[src/rtl/erpt_pkg.sv]
// ----------------------------------------------------------------------------
// erpt_pkg
// shared types, constants and the cordic angle table for the point transform
// ----------------------------------------------------------------------------
package erpt_pkg;
	localparam int NUM_REGS = 6;
	localparam int CFG_IDX_W = 3;
	localparam logic [CFG_IDX_W-1:0] REG_ROLL = 3'd0;
	localparam logic [CFG_IDX_W-1:0] REG_PITCH = 3'd1;
	localparam logic [CFG_IDX_W-1:0] REG_YAW = 3'd2;
	localparam logic [CFG_IDX_W-1:0] REG_SHX = 3'd3;
	localparam logic [CFG_IDX_W-1:0] REG_SHY = 3'd4;
	localparam logic [CFG_IDX_W-1:0] REG_SHZ = 3'd5;
	localparam int TABLE_LEN = 24;
	localparam logic signed [33:0] CORDIC_GAIN = 34'sh026DD3B6A;

	typedef logic signed [17:0] entry_t;
	typedef logic signed [31:0] coord_t;
	typedef struct packed {
		coord_t x;
		coord_t y;
		coord_t z;
	} point_t;

	typedef enum logic [2:0] {
		MB_IDLE,
		MB_CORDIC,
		MB_PROD1,
		MB_PROD2,
		MB_DONE
	} mb_state_t;

	function automatic logic signed [33:0] atan_entry(input logic [4:0] i);
		logic signed [33:0] r;
		case (i)
			5'd0: r = 34'sh020000000;
			5'd1: r = 34'sh012E4051E;
			5'd2: r = 34'sh009FB385B;
			5'd3: r = 34'sh0051111D4;
			5'd4: r = 34'sh0028B0D43;
			5'd5: r = 34'sh00145D7E1;
			5'd6: r = 34'sh000A2F61E;
			5'd7: r = 34'sh000517C55;
			5'd8: r = 34'sh00028BE53;
			5'd9: r = 34'sh000145F2F;
			5'd10: r = 34'sh0000A2F98;
			5'd11: r = 34'sh0000517CC;
			5'd12: r = 34'sh000028BE6;
			5'd13: r = 34'sh0000145F3;
			5'd14: r = 34'sh000000A2FA;
			5'd15: r = 34'sh00000517D;
			5'd16: r = 34'sh0000028BE;
			5'd17: r = 34'sh00000145F;
			5'd18: r = 34'sh000000A30;
			5'd19: r = 34'sh000000518;
			5'd20: r = 34'sh00000028C;
			5'd21: r = 34'sh000000146;
			5'd22: r = 34'sh0000000A3;
			5'd23: r = 34'sh000000051;
			default: r = '0;
		endcase
		return r;
	endfunction
endpackage

[src/rtl/erpt_point_queue.sv]
// ----------------------------------------------------------------------------
// erpt_point_queue
// short fifo between the accepting front and the arithmetic back end
// ----------------------------------------------------------------------------
module erpt_point_queue import erpt_pkg::*; (
	input  logic   clk,
	input  logic   arst_n,
	input  logic   wr_valid,
	output logic   wr_ready,
	input  point_t wr_data,
	output logic   rd_valid,
	input  logic   rd_ready,
	output point_t rd_data
);
	point_t mem_q [2];
	logic wp_q, rp_q;
	logic [1:0] cnt_q;
	logic wr_en, rd_en;

	assign wr_ready = (cnt_q != 2'd2);
	assign rd_valid = (cnt_q != 2'd0);
	assign rd_data = mem_q[rp_q];
	assign wr_en = wr_valid && wr_ready;
	assign rd_en = rd_valid && rd_ready;

	always_ff @(posedge clk or negedge arst_n) begin
		if (!arst_n) begin
			wp_q <= 1'b0;
			rp_q <= 1'b0;
			cnt_q <= '0;
		end else begin
			if (wr_en) wp_q <= ~wp_q;
			if (rd_en) rp_q <= ~rp_q;
			cnt_q <= cnt_q + {1'b0, wr_en} - {1'b0, rd_en};
		end
	end

	always_ff @(posedge clk) begin
		if (wr_en) mem_q[wp_q] <= wr_data;
	end
endmodule

[config.mk]
export PLATFORM = sky130hd
export DESIGN_NAME = erpt_point_queue
export DESIGN_NICKNAME = d
export VERILOG_FILES = /design/src/rtl/erpt_pkg.sv /design/src/rtl/erpt_point_queue.sv
export SDC_FILE = /design/constraint.sdc
export NUM_CORES = 1
export LEC_CHECK = 0
export CORE_UTILIZATION = 40
export CTS_CLUSTER_DIAMETER = 80
export DETAILED_ROUTE_END_ITERATION = 16
export DONT_BUFFER_PORTS = 1
export PLACE_DENSITY_LB_ADDON = 0.25
export SETUP_SLACK_MARGIN = 0.3
export SYNTH_ARGS = -nofsm -noshare
export SYNTH_HDL_FRONTEND = slang
export SYNTH_SLANG_ARGS = --single-unit
[constraint.sdc]
create_clock -name clk -period 7.1 [get_ports clk]
set_clock_uncertainty 0.2 [all_clocks]
set_input_delay 1.42 -clock clk [delete_from_list [all_inputs] [get_ports clk]]
set_output_delay 1.42 -clock clk [all_outputs]
set_load 0.01 [all_outputs]
# --- Yosys cells after proc, flatten, opt, wreduce, memory -nomap -nowiden ---
# Memories as Yosys holds them, arrays and structs flattened.
# Cells that the tools add are included.
op_classes:
  eq_ne: 1
  bitwise: 2
  n_reduce_logical: 3
  addsub: 2
  muxes: 2
op_table:
  columns: ["cell", "n"]
  rows:
  - ["$add A2 B1 Y2", 1]
  - ["$logic_and A1 B1 Y1", 2]
  - ["$mux W1", 2]
  - ["$ne A2 B2 Y1 const B", 1]
  - ["$not A1 Y1", 2]
  - ["$reduce_bool A2 Y1", 1]
  - ["$sub A2 B1 Y2", 1]
totals:
  memories: 1
  ram_bits: 192
  wordCells: 14
  reg_bits: 4
memory_table:
  columns: ["name", "depth", "width", "rd", "rd_clocked_by_memory_dff", "wr", "line", "source"]
  rows:
  - ["mem_q", 2, 96, 1, 0, 1, "erpt_point_queue.sv:15", "point_t mem_q [2];"]

# --- Logic depth before layout (Yosys ltp) ---
# Gate-level depths: netlist of run 1.
logic_depth:
  word_depth: 4
  mapped_depth: 7

# --- Worst setup path after synthesis of run 1 ---
# Ideal clock, no wire load.
synth_timing:
  path_kind: "input to register"
  start: "input port wr_valid"
  end: "memory mem_q[0][0] (netlist bit), enable pin"
  setup_ns: 0.551
  t_required_ns: 6.349
  path_slack_ns: 0.835
  stages: 2
  n_path_buf: 0
  arrival_ns: 5.513
  path_cell_list: "nand2_1 -> nor2_1"
synth_via:
  elab_chain_len: 3
synth_rtl:
  columns: ["item", "line", "source"]
  rows:
  - ["start: declaration", "erpt_point_queue.sv:8", "input logic wr_valid,"]
  - ["$logic_and A1 B1 Y1", "erpt_point_queue.sv:23", "assign wr_en = wr_valid && wr_ready;"]
  - ["$mux W1", "erpt_point_queue.sv:39", "if (wr_en) mem_q[wp_q] <= wr_data;"]
  - ["$mux W1 (implied by the code)", "erpt_point_queue.sv:39", null]
  - ["end: declaration", "erpt_point_queue.sv:15", null]
# No other way between the ends.

==> results.md, run 1 <==
- CP max stage cell: dfrtp_4
- DRC Markers: 0
- # IOs: 198
- Row count: 48
- Hold Crit Class: reg2reg
- Die area: 0.01865 mm^2
- Post-Route WL: 11,380 um
- End point of the critical path: rd_data[5]
- Placer Congestion: 0.6661
- Ys Warns: 0
- FMAX: 239.8 MHz
- RSZ-0062 raised after global routing: no
- Via count: 2,827
- CP Capture Type: output pin
- Port bufs: 0
- Clock Tree Root: clkbuf_16
- Critical path, cell by cell: buf_4 -> mux2_2
- Maximum vdd drop: 221.5 uV
- Pre-antenna DRT Iters: 4
- Tcrit/Tclk final: 58.72%
- Worst-path fanout max: 50
- Critical Path Source: rp_q
- CTS tree: yes
- Iter 0 DRT Violations: 131
- Critical path's largest stage delay: 0.93 ns
- Synth Register Bits: 196
- CP Class: reg2out
- Ratio of cells with drive above 1 in the final layout: 39.88%
- WP data arrival: 2.55 ns
- CP Launch Type: flip-flop
- Vias per cell: 4.995
- Power per cell area: 429.1 mW/mm^2
- CP required: 5.48 ns
- Netlist cell types: 16
- Worst Tran Pin Value: 0.7897 ns
- Core area: 0.01748 mm^2
- ANT nets after route: 0
- Largest net degree at the start of global routing: 53
- Cells after synthesis: 316
- Max Transition Viols Final: 0
- Final net count: 430
- Ant diodes: 0
- Fin Setup TNS: 0 ns
- GRT Overall Usage: 12.26%
- Mean post-synth cell area: 22.92 um^2
- Status: complete, no violations
- Final Setup Violations: 0
- Layout Utilization: 46.22%
- Post-CTS Setup Repair Bufs: 0
- DR WL/cell: 20.11 um
- Post-synth top area cell: edfxtp_1
- Hold-fix buffers at CTS: 0
- Post-synth top area share: 79.61%
- Clk_lat worst skew: 0.42 ns
- RR Startpoint: cnt_q[1]
- Reported max-cap violation count: 0
- GR Overflow Total: 0
- CTS resizes: 0
- CTS Buf Count: 17
- Clock sink count: 196
- Worst Reg-to-Reg Cells: 3
- Initial antenna violation count: 0
- First-pass GRT wire length: 16,240 um
- R2R Setup Slk: 4.52 ns
- Crit path time final: 4.169 ns
- Synth area leaders: edfxtp_1, mux2_2, mux2_4, dfrtp_1, buf_6
- Area Growth Syn to Fin: 11.54%
- Buffer levels on the longest clock path: 2
- Leak: 2.684 nW
- Sequential-to-total area share from yosys stat: 81.00%
- Hold Fails Final Rpt: 0
- Die Y-Extent: 136.6 um
- Mapped cell area: 0.007242 mm^2
- CTS clock-pin slew for the worst setup and hold paths: 0.07 ns
- Die Wd: 136.6 um
- Syn Nets: 418
- Max-slew headroom: 47.35%
- Htree depth: 4
- R2R Path End: mem_q[1][49]
- Vias in the first global route: 2,948
- Final HPWL DP: 7455 um
- Initial core utilization: 41.44%
==> cells by family (layout without fill, tap and decap cells) <==
kind of cell / Yosys count / in the layout / share of synthesized area (%)
flip-flops: 196 / 196 / 81.00
multiplexers: 96 / 96 / 16.48
buffers and inverters: 12 / 37 / 1.244
AND/OR/NAND/NOR: 6 / 6 / 0.4493
XOR/XNOR: 4 / 4 / 0.4838
adder cells (fa/ha/maj): 2 / 2 / 0.3455
==> layout by cell type, fill, tap and decap left out, drive strengths merged <==
| cell type | count |
|---|---|
| inv | 7 |
| buf | 4 |
| nand2 | 1 |
| ha | 2 |
| nor2 | 1 |
| xnor2 | 3 |
| and3 | 1 |
| bufinv | 2 |
| dfrtp | 4 |
| xor2 | 1 |
| clkinvlp | 4 |
| mux2 | 96 |
| edfxtp | 192 |
| clkinv | 3 |
| and2 | 1 |
| nand2b | 1 |
| or2 | 1 |
| clkbuf | 17 |
==> power breakdown <==
group | switching, W | leakage, nW | internal, W
registers | 0.000121 | 1.83 | 0.00158
clock network | 0.000419 | 0.282 | 0.000529
logic | 0.000460 | 0.573 | 0.000354
==> metal layers <==
metal  GRT usage [%]  part of all wire [%]  wire [um]
met1           12.46                    34       3884
met2           19.49                    50       5649
met3           8.000                    14       1646
met4           5.741                   1.8        203
met5               0                     0          0
==> state kept, by name, summed over array words and instances, names as in the netlist <==
register  cells
cnt_q         2
mem_q       192
rp_q          1
wp_q          1
==> final cells by class <==
class                           instances  area (um^2)
Clock buffer                           17        425.4
Clock inverter                         15        168.9
Fill cell                            1440         9399
Inverter                                1        3.754
Multi-Input combinational cell        108         1299
Sequential cell                       196         5869
Tap cell                              225        281.5
Timing Repair Buffer                    4        30.03
==> metrics by stage <==
| step | cells | hold slack (ns) | total power (W) | setup WS, ns | area, um^2 |
|---|---|---|---|---|---|
| CTS | 566 | 0.3221 | 0.003531 | 2.861 | 8078 |
| global placement | 534 | 0.2963 | 0.002558 | 3.368 | 7483 |
| global route | 566 | 0.3544 | 0.003629 | 2.783 | 8078 |
| floorplan | 316 | 0.2608 | 0.002447 | 0.8354 | 7242 |
| finish | 566 | 0.3180 | 0.003466 | 2.931 | 8078 |
| detailed placement | 534 | 0.3034 | 0.002575 | 3.329 | 7483 |
==> worst min-delay path by stage <==
stage | from | endpoint | slack, ns | depth (start not counted)
after global placement | cnt_q[0] | cnt_q[0] | 0.30 | 1
final | cnt_q[0] | cnt_q[0] | 0.32 | 1
after global routing | cnt_q[0] | cnt_q[0] | 0.35 | 1
after detailed placement | cnt_q[0] | cnt_q[0] | 0.30 | 1
after floorplan | wp_q | wp_q | 0.26 | 1
after CTS | cnt_q[0] | cnt_q[0] | 0.32 | 1
==> synth_stat cells <==
master and number:
edfxtp_1 192, buf_6 5, inv_1 1, ha_1 2, xor2_1 1, mux2_4 30
and2_1 1, nor2_1 1, mux2_2 66, xnor2_1 3, or2_2 1, nand2_1 1
dfrtp_1 4, and3_1 1, buf_2 6, nand2b_1 1
==> critical path: cells and delay by family, from the launching register on <==
family                 cells  cell delay, ns
buffers and inverters      1            0.66
flip-flops                 1            0.93
multiplexers               1            0.45
Note: power is estimated with default switching activity, not from simulation.
==> run 2: changes to the inputs <==
ABC_AREA = 1   (was default)
clock period = 3.7 ns   (was 7.1 ns; I/O delays follow)
==> run 2 against run 1 <==
Against the previous run:
- critical path type unchanged
- routed wire length grew 18%
- setup slack lost 2.3 ns
- critical endpoint is now rd_data[8]
- largest power group unchanged
- first-iteration DRC count grew 66%
- worst hold slack lost 0.11 ns
==> results.md, run 2 <==
- CTS resizes: 0 (unchanged)
- CP dominant cell by count: nand2_1
- Asr flop ratio synth: 2.041% (unchanged)
- Synth cell count leaders: nand2_1, edfxtp_1, buf_2, inv_1, buf_6
- Fin Hold WS: 0.2076 ns (-0.1104 ns)
- Die area: 0.01858 mm^2 (-0.34%)
- Final net count: 640 (+49%)
- CP Class: reg2out
- Hold Fails Final Rpt: 0 (unchanged)
- DRC Markers: 0 (unchanged)
- Netlist cell types: 11 (-5)
- Critical path's largest stage delay: 0.70 ns (-0.23 ns)
- CTS Buf Count: 17 (unchanged)
- Syn Nets: 635 (+52%)
- Top reg by flops: mem_q
- Core area: 0.01748 mm^2 (unchanged)
- Vias in the first global route: 3,568 (+21%)
- Most common cell in the netlist: nand2_1
- Die Y-Extent: 136.3 um (-0.17%)
- Top_reg_cell synth: edfxtp_1
- Via count: 3,714 (+31%)
- Htree depth: 4 (unchanged)
- Maximum vdd drop: 355.7 uV (+61%)
- Design Area, Final: 0.008034 mm^2 (-0.54%)
- Reported max-cap violation count: 0 (unchanged)
- Met2 Wirelength: 6278 um (+11%)
- Worst Reg-to-Reg Cells: 5 (+2)
- Port bufs: 0 (unchanged)
- Most common cell after layout, fill and taps aside: nand2_1
- CP Launch Type: flip-flop
- Die Wd: 136.3 um (-0.17%)
- Sequential-to-total area share from yosys stat: 81.28% (+0.28 points)
- RSZ-0062 raised after global routing: no
- CTS tree: yes
- Top sig layer: met4
- Pre-antenna DRT Iters: 4 (unchanged)
- Hold path depth: 0 (-1)
- Buffer levels on the longest clock path: 2 (unchanged)
- CP max stage cell: dfrtp_4
- WP data arrival: 2.17 ns (-0.38 ns)
- WL met3: 1812 um (+10%)
- FMAX: 321.8 MHz
- Mapped cell area: 0.007217 mm^2 (-0.35%)
- Worst Tran Pin Value: 0.6996 ns (-0.09015 ns)
- Mean post-synth cell area: 13.54 um^2 (-41%)
- Initial antenna violation count: 0 (unchanged)
- Leak: 3.107 nW (+16%)
- Fin Setup TNS: 0 ns (unchanged)
- Clock sink count: 196 (unchanged)
- Fin cells: 774 (+37%)
- Area Growth Syn to Fin: 11.32%
- Clk_lat worst skew: 0.41 ns (about the same)
- Vias per cell: 4.798 (-3.9%)
- Post-CTS Setup Repair Bufs: 0 (unchanged)
- Post-Route WL: 13,440 um (+18%)
- Max-slew headroom: 53.36% (+6.0 points)
- Clock Tree Root: clkbuf_16
- ANT nets after route: 0 (unchanged)
- Total chip power: 0.006685 W (+93%)
- Tcrit/Tclk final: 83.99%
- First-pass GRT wire length: 19,640 um (+21%)
- DR WL/cell: 17.36 um (-14%)
- Post-synth top area cell: edfxtp_1
- # IOs: 198 (unchanged)
- GRT Overall Usage: 14.44% (+2.2 points)
- Status: complete, no violations
- Hold-fix buffers at CTS: 1 (+1)
- Iter 0 DRT Violations: 217 (+66%)
- Ant diodes: 0 (unchanged)
- GR Overflow Total: 0 (unchanged)
- Cells after synthesis: 533 (+69%)
- Synth area leaders: edfxtp_1, nand2_1, dfrtp_1, buf_2, buf_6
- Largest register FFs: 192 (unchanged)
- CTS clock-pin slew for the worst setup and hold paths: 0.07 ns (about the same)
- Post-synth top area share: 79.89% (+0.28 points)
- Critical path, cell by cell: inv_4 -> buf_12 -> nand2_1 -> nand2_1
- Max Transition Viols Final: 0 (unchanged)
- Largest net degree at the start of global routing: 55 (+3.8%)
- Placer Congestion: 0.7272 (+9.2%)
- CP Capture Type: output pin
- Number of synthesized flops with an enable pin: 192 (unchanged)
- Initial core utilization: 41.29% (-0.14 points)
- CP required: 2.76 ns (-2.72 ns)
- Hold Crit Class: in2reg
- Final HPWL DP: 8531 um (+14%)
- Most frequent cells in the layout: nand2_1, edfxtp_1, clkbuf_16, inv_1
- Synth Register Bits: 196 (unchanged)
- Row count: 48 (unchanged)
- Worst-path fanout max: 54 (+8.0%)
- Power per cell area: 832.1 mW/mm^2 (+94%)
- Biggest regs: mem_q x192, cnt_q x2
- Post-placement cell area: 0.007441 mm^2 (-0.57%)
- Ys Warns: 0 (unchanged)
- Crit path time final: 3.108 ns
- Placed cell count: 743 (+39%)
- Ratio of cells with drive above 1 in the final layout: 6.740% (-33 points)
- M1 WL: 5258 um (+35%)
- Final Setup Violations: 0 (unchanged)
-- run 2: changes by cell type in the layout (fill, tap and decap cells not counted), sizes merged, moves of 2 or more --
cell | before | now
buf | 4 | 6
inv | 7 | 13
xnor2 | 3 | 0
nand2 | 1 | 301
nand3 | 0 | 3
mux2 | 96 | 0
clkinvlp | 4 | 1
-- run 2: report_power, final --
group / switching [W] / leakage (nW) / internal, W / total [W]
sequential: 0.000192 / 1.83 / 0.00303 / 0.00322
combinational: 0.00130 / 0.992 / 0.000330 / 0.00163
clock: 0.000770 / 0.283 / 0.00106 / 0.00183
total: 0.00227 / 3.11 / 0.00442 / 0.00668
-- run 2: worst max-delay path: cells and delay by family (launching register included) --
kind                   cells  cell delay (ns)
buffers and inverters      2             0.76
DFF                        1             0.70
and+or+nand+nor            2             0.24
-- run 2: logic make-up after synthesis --
kind of cell	synth area share (%)
and+or+nand+nor	15.92
buffers and inverters	2.462
DFF	81.28
adders and majority gates	0.3467
-- run 2: metrics by stage --
step / utilization [%] / setup slack, ns
2_1_floorplan: - / 0.3504
3_3_place_gp: 42.58 / 1.012
3_5_place_dp: 42.58 / 0.9723
4_1_cts: 45.97 / 0.5142
5_1_grt: 45.97 / 0.4475
6_report: 45.97 / 0.5922
-- run 2: cell type report --
| cell class | count | area, um^2 |
|---|---|---|
| well taps | 225 | 281.5 |
| clock inverters | 12 | 153.9 |
| multi-input cells | 307 | 1181 |
| flip-flops and latches | 196 | 5869 |
| repair buffers | 7 | 80.08 |
| inverters | 9 | 38.79 |
| fillers | 1539 | 9443 |
| clock buffers | 18 | 429.2 |
-- run 2: path summary, 6_finish.rpt --
check / from / endpoint / slack (ns)
max in group asynchronous: arst_n / rp_q / 2.69
min: wr_data[50] / mem_q[1][50] / 0.21
min in group asynchronous: arst_n / wp_q / 0.40
min reg2reg: wp_q / wp_q / 0.28
max reg2reg: cnt_q[0] / mem_q[0][6] / 1.62
max: rp_q / rd_data[8] / 0.59
-- run 2: metal layers --
layer,GRT usage [%],up-vias
li1,-,1795
met1,16.01,1753
met2,22.59,158
met3,8.949,8
met4,5.000,0
met5,0,-
==> run 3: changes to the inputs <==
clock period = 2.7 ns   (was 3.7 ns; I/O delays follow)
==> run 3 against run 2 <==
Against the previous run:
- sequential share of layout area down 8.6 points
- clock power up 42%
- via count up 11%
- register-to-register slack worse by 0.69 ns
- sequential cell count unchanged
- die area unchanged
- critical endpoint is now rd_data[87]
- largest cell class unchanged
==> results.md, run 3 (same netlist as run 2, synthesis figures left out) <==
- Status: complete, no violations
- Post-Route WL: 13,800 um (+2.6%)
- CP Launch Type: flip-flop
- Post-placement cell area: 0.007503 mm^2 (+0.84%)
- Reported max-cap violation count: 0 (unchanged)
- Final net count: 737 (+15%)
- Die area: 0.01858 mm^2 (unchanged)
- Area Growth Syn to Fin: 26.21%
- Switch share: 33.44% (-0.47 points)
- Hold EP: rp_q
- Placer Congestion: 0.6819 (-6.2%)
- Core area: 0.01748 mm^2 (unchanged)
- Htree depth: 4 (unchanged)
- Met2 Track Usage GR: 25.83% (+3.2 points)
- Delay-heaviest family, CP: flip-flops
- Final HPWL DP: 8335 um (-2.3%)
- Clock share of power: 27.2% (-0.2 points)
- Critical Path Source: rp_q
- Pre-antenna DRT Iters: 4 (unchanged)
- Top reg by flops: mem_q
- Ratio of cells with drive above 1 in the final layout: 6.790% (+0.051 points)
- Die Wd: 136.3 um (unchanged)
- Worst Tran Pin Value: 0.4571 ns (-0.2425 ns)
- First-pass GRT wire length: 20,910 um (+6.4%)
- Initial antenna violation count: 0 (unchanged)
- Clock Tree Root: clkbuf_16
- WP data arrival: 1.55 ns (-0.62 ns)
- Net switching power: 0.003178 W (+40%)
- # IOs: 198 (unchanged)
- Clock sink count: 196 (unchanged)
- Maximum vdd drop: 568.9 uV (+60%)
- FMAX: 436.6 MHz
- Most common cell after layout, fill and taps aside: nand2_1
- CP Capture Type: output pin
- Crit path time final: 2.290 ns
- Tcrit/Tclk final: 84.83%
- CTS Buf Count: 17 (unchanged)
- Buffer levels on the longest clock path: 2 (unchanged)
- Via count: 4,114 (+11%)
- CP max stage cell: dfrtp_4
- Largest register FFs: 192 (unchanged)
- Hold_sp: rd_ready
- Ant diodes: 0 (unchanged)
- Row count: 48 (unchanged)
- Leak: 3.548 nW (+14%)
- Post-CTS Setup Repair Bufs: 0 (unchanged)
- Critical path, cell by cell: buf_16 -> nand2_1 -> nand2_1
- Fin cells: 873 (+13%)
- Sequential share of power: 45.3% (-2.9 points)
- Power per cell area: 1043 mW/mm^2 (+25%)
- ANT nets after route: 0 (unchanged)
- Reg area: 0.005869 mm^2 (unchanged)
- CTS tree: yes
- Clk_lat worst skew: 0.42 ns (about the same)
- Worst-path fanout max: 97 (+80%)
- Design Area, Final: 0.009109 mm^2 (+13%)
- CP dominant cell by count: nand2_1
- Vias in the first global route: 4,122 (+16%)
- Placed cell count: 744 (+0.13%)
- GR Overflow Total: 0 (unchanged)
- R2R Setup Slk: 0.93 ns (-0.69 ns)
- R2R Path End: mem_q[1][49]
- Fin Setup TNS: 0 ns (unchanged)
- RR Startpoint: cnt_q[1]
- Max-slew headroom: 69.53% (+16 points)
- CP bufs+invs: 1 (-1)
- Worst Reg-to-Reg Cells: 4 (-1)
- Most frequent cells in the layout: nand2_1, edfxtp_1, dlygate4sd3_1, clkbuf_16, inv_1
- CP required: 1.96 ns (-0.80 ns)
- Die Y-Extent: 136.3 um (unchanged)
- Met1 Use GR: 16.80% (+0.79 points)
- CP Class: reg2out
- Hold Fails Final Rpt: 0 (unchanged)
- Hold path depth: 2 (+2)
- Max Transition Viols Final: 0 (unchanged)
- Biggest regs: mem_q x192, cnt_q x2
- Hold Crit Class: in2reg
- Met3 usage: 6.301% (-2.6 points)
- CTS clock-pin slew for the worst setup and hold paths: 0.07 ns (about the same)
- Critical path's largest stage delay: 0.45 ns (-0.25 ns)
- Iter 0 DRT Violations: 185 (-15%)
- Multi-input gate area: 0.001210 mm^2 (+2.4%)
- GRT Overall Usage: 15.23% (+0.79 points)
- Vias per cell: 4.712 (-1.8%)
- Cell Int Power: 0.006325 W (+43%)
- DR WL/cell: 15.80 um (-9.0%)
- Layer with the highest usage: met2
- Largest net degree at the start of global routing: 98 (+78%)
- Fillers: 1,484 (-3.6%)
- Port bufs: 0 (unchanged)
- Comb pwr share: 27.4% (+2.9 points)
- RSZ-0062 raised after global routing: no
- DRC Markers: 0 (unchanged)
- Final Setup Violations: 0 (unchanged)
- Initial core utilization: 41.29% (unchanged)
## run 3: cell count changes in the layout (fill, tap and decap cells not counted), moves of 2 or more
cell	previous run	this run
dlygate4sd3_1	1	97
inv_6	4	1
buf_12	2	4
buf_4	4	2
clkinv_2	1	3
clkinv_4	1	3
nand2_1	301	299
## run 3: cell type report
type | count | area share [%]
tap | 225 | 3.091
multi-input combinational | 307 | 13.28
clock buffer | 19 | 4.753
inverter | 9 | 0.4396
sequential | 196 | 64.44
clock inverter | 13 | 1.992
timing repair buffer | 104 | 12.01
## run 3: worst max-delay path by stage
stage,endpoint,cells past startpoint
floorplan,mem_q[1][0],2
global placement,rd_data[0],4
detailed placement,rd_data[85],4
CTS,rd_data[82],4
global route,rd_data[81],3
finish,rd_data[87],3
## run 3: timing repair
item,in CTS,in global routing
hold buffers,97,0
gates resized for setup,1,4
hold endpoints to repair,196,0
endpoints found under the setup margin,45,27
## run 3: per-layer routing
metal	vias to the layer above	routed length (um)	part of all wire (%)
met5	-	0	0
li1	1993	-	-
met1	1956	5556	40
met2	153	6838	50
met3	12	1213	8.8
met4	0	188	1.4
## run 3: power groups by stage
stage          registers (W)  clock network (W)  logic, W
2_1_floorplan        0.00436                  0   0.00194
3_3_place_gp         0.00436                  0   0.00246
3_5_place_dp         0.00438                  0   0.00251
4_1_cts              0.00431            0.00265   0.00265
5_1_grt              0.00437            0.00275   0.00292
6_report             0.00431            0.00259   0.00260
## run 3: per-stage QoR
stage	util [%]	total power (W)	hold slack [ns]	setup WS (ns)
detailed placement	42.93	0.006885	0.04467	0.6768
global placement	42.93	0.006815	0.04466	0.7073
global route	52.12	0.01004	0.05095	0.3173
finish	52.12	0.009502	0.05978	0.4097
CTS	52.03	0.009611	0.04523	0.3350
floorplan	-	0.006300	0.04441	0.06749
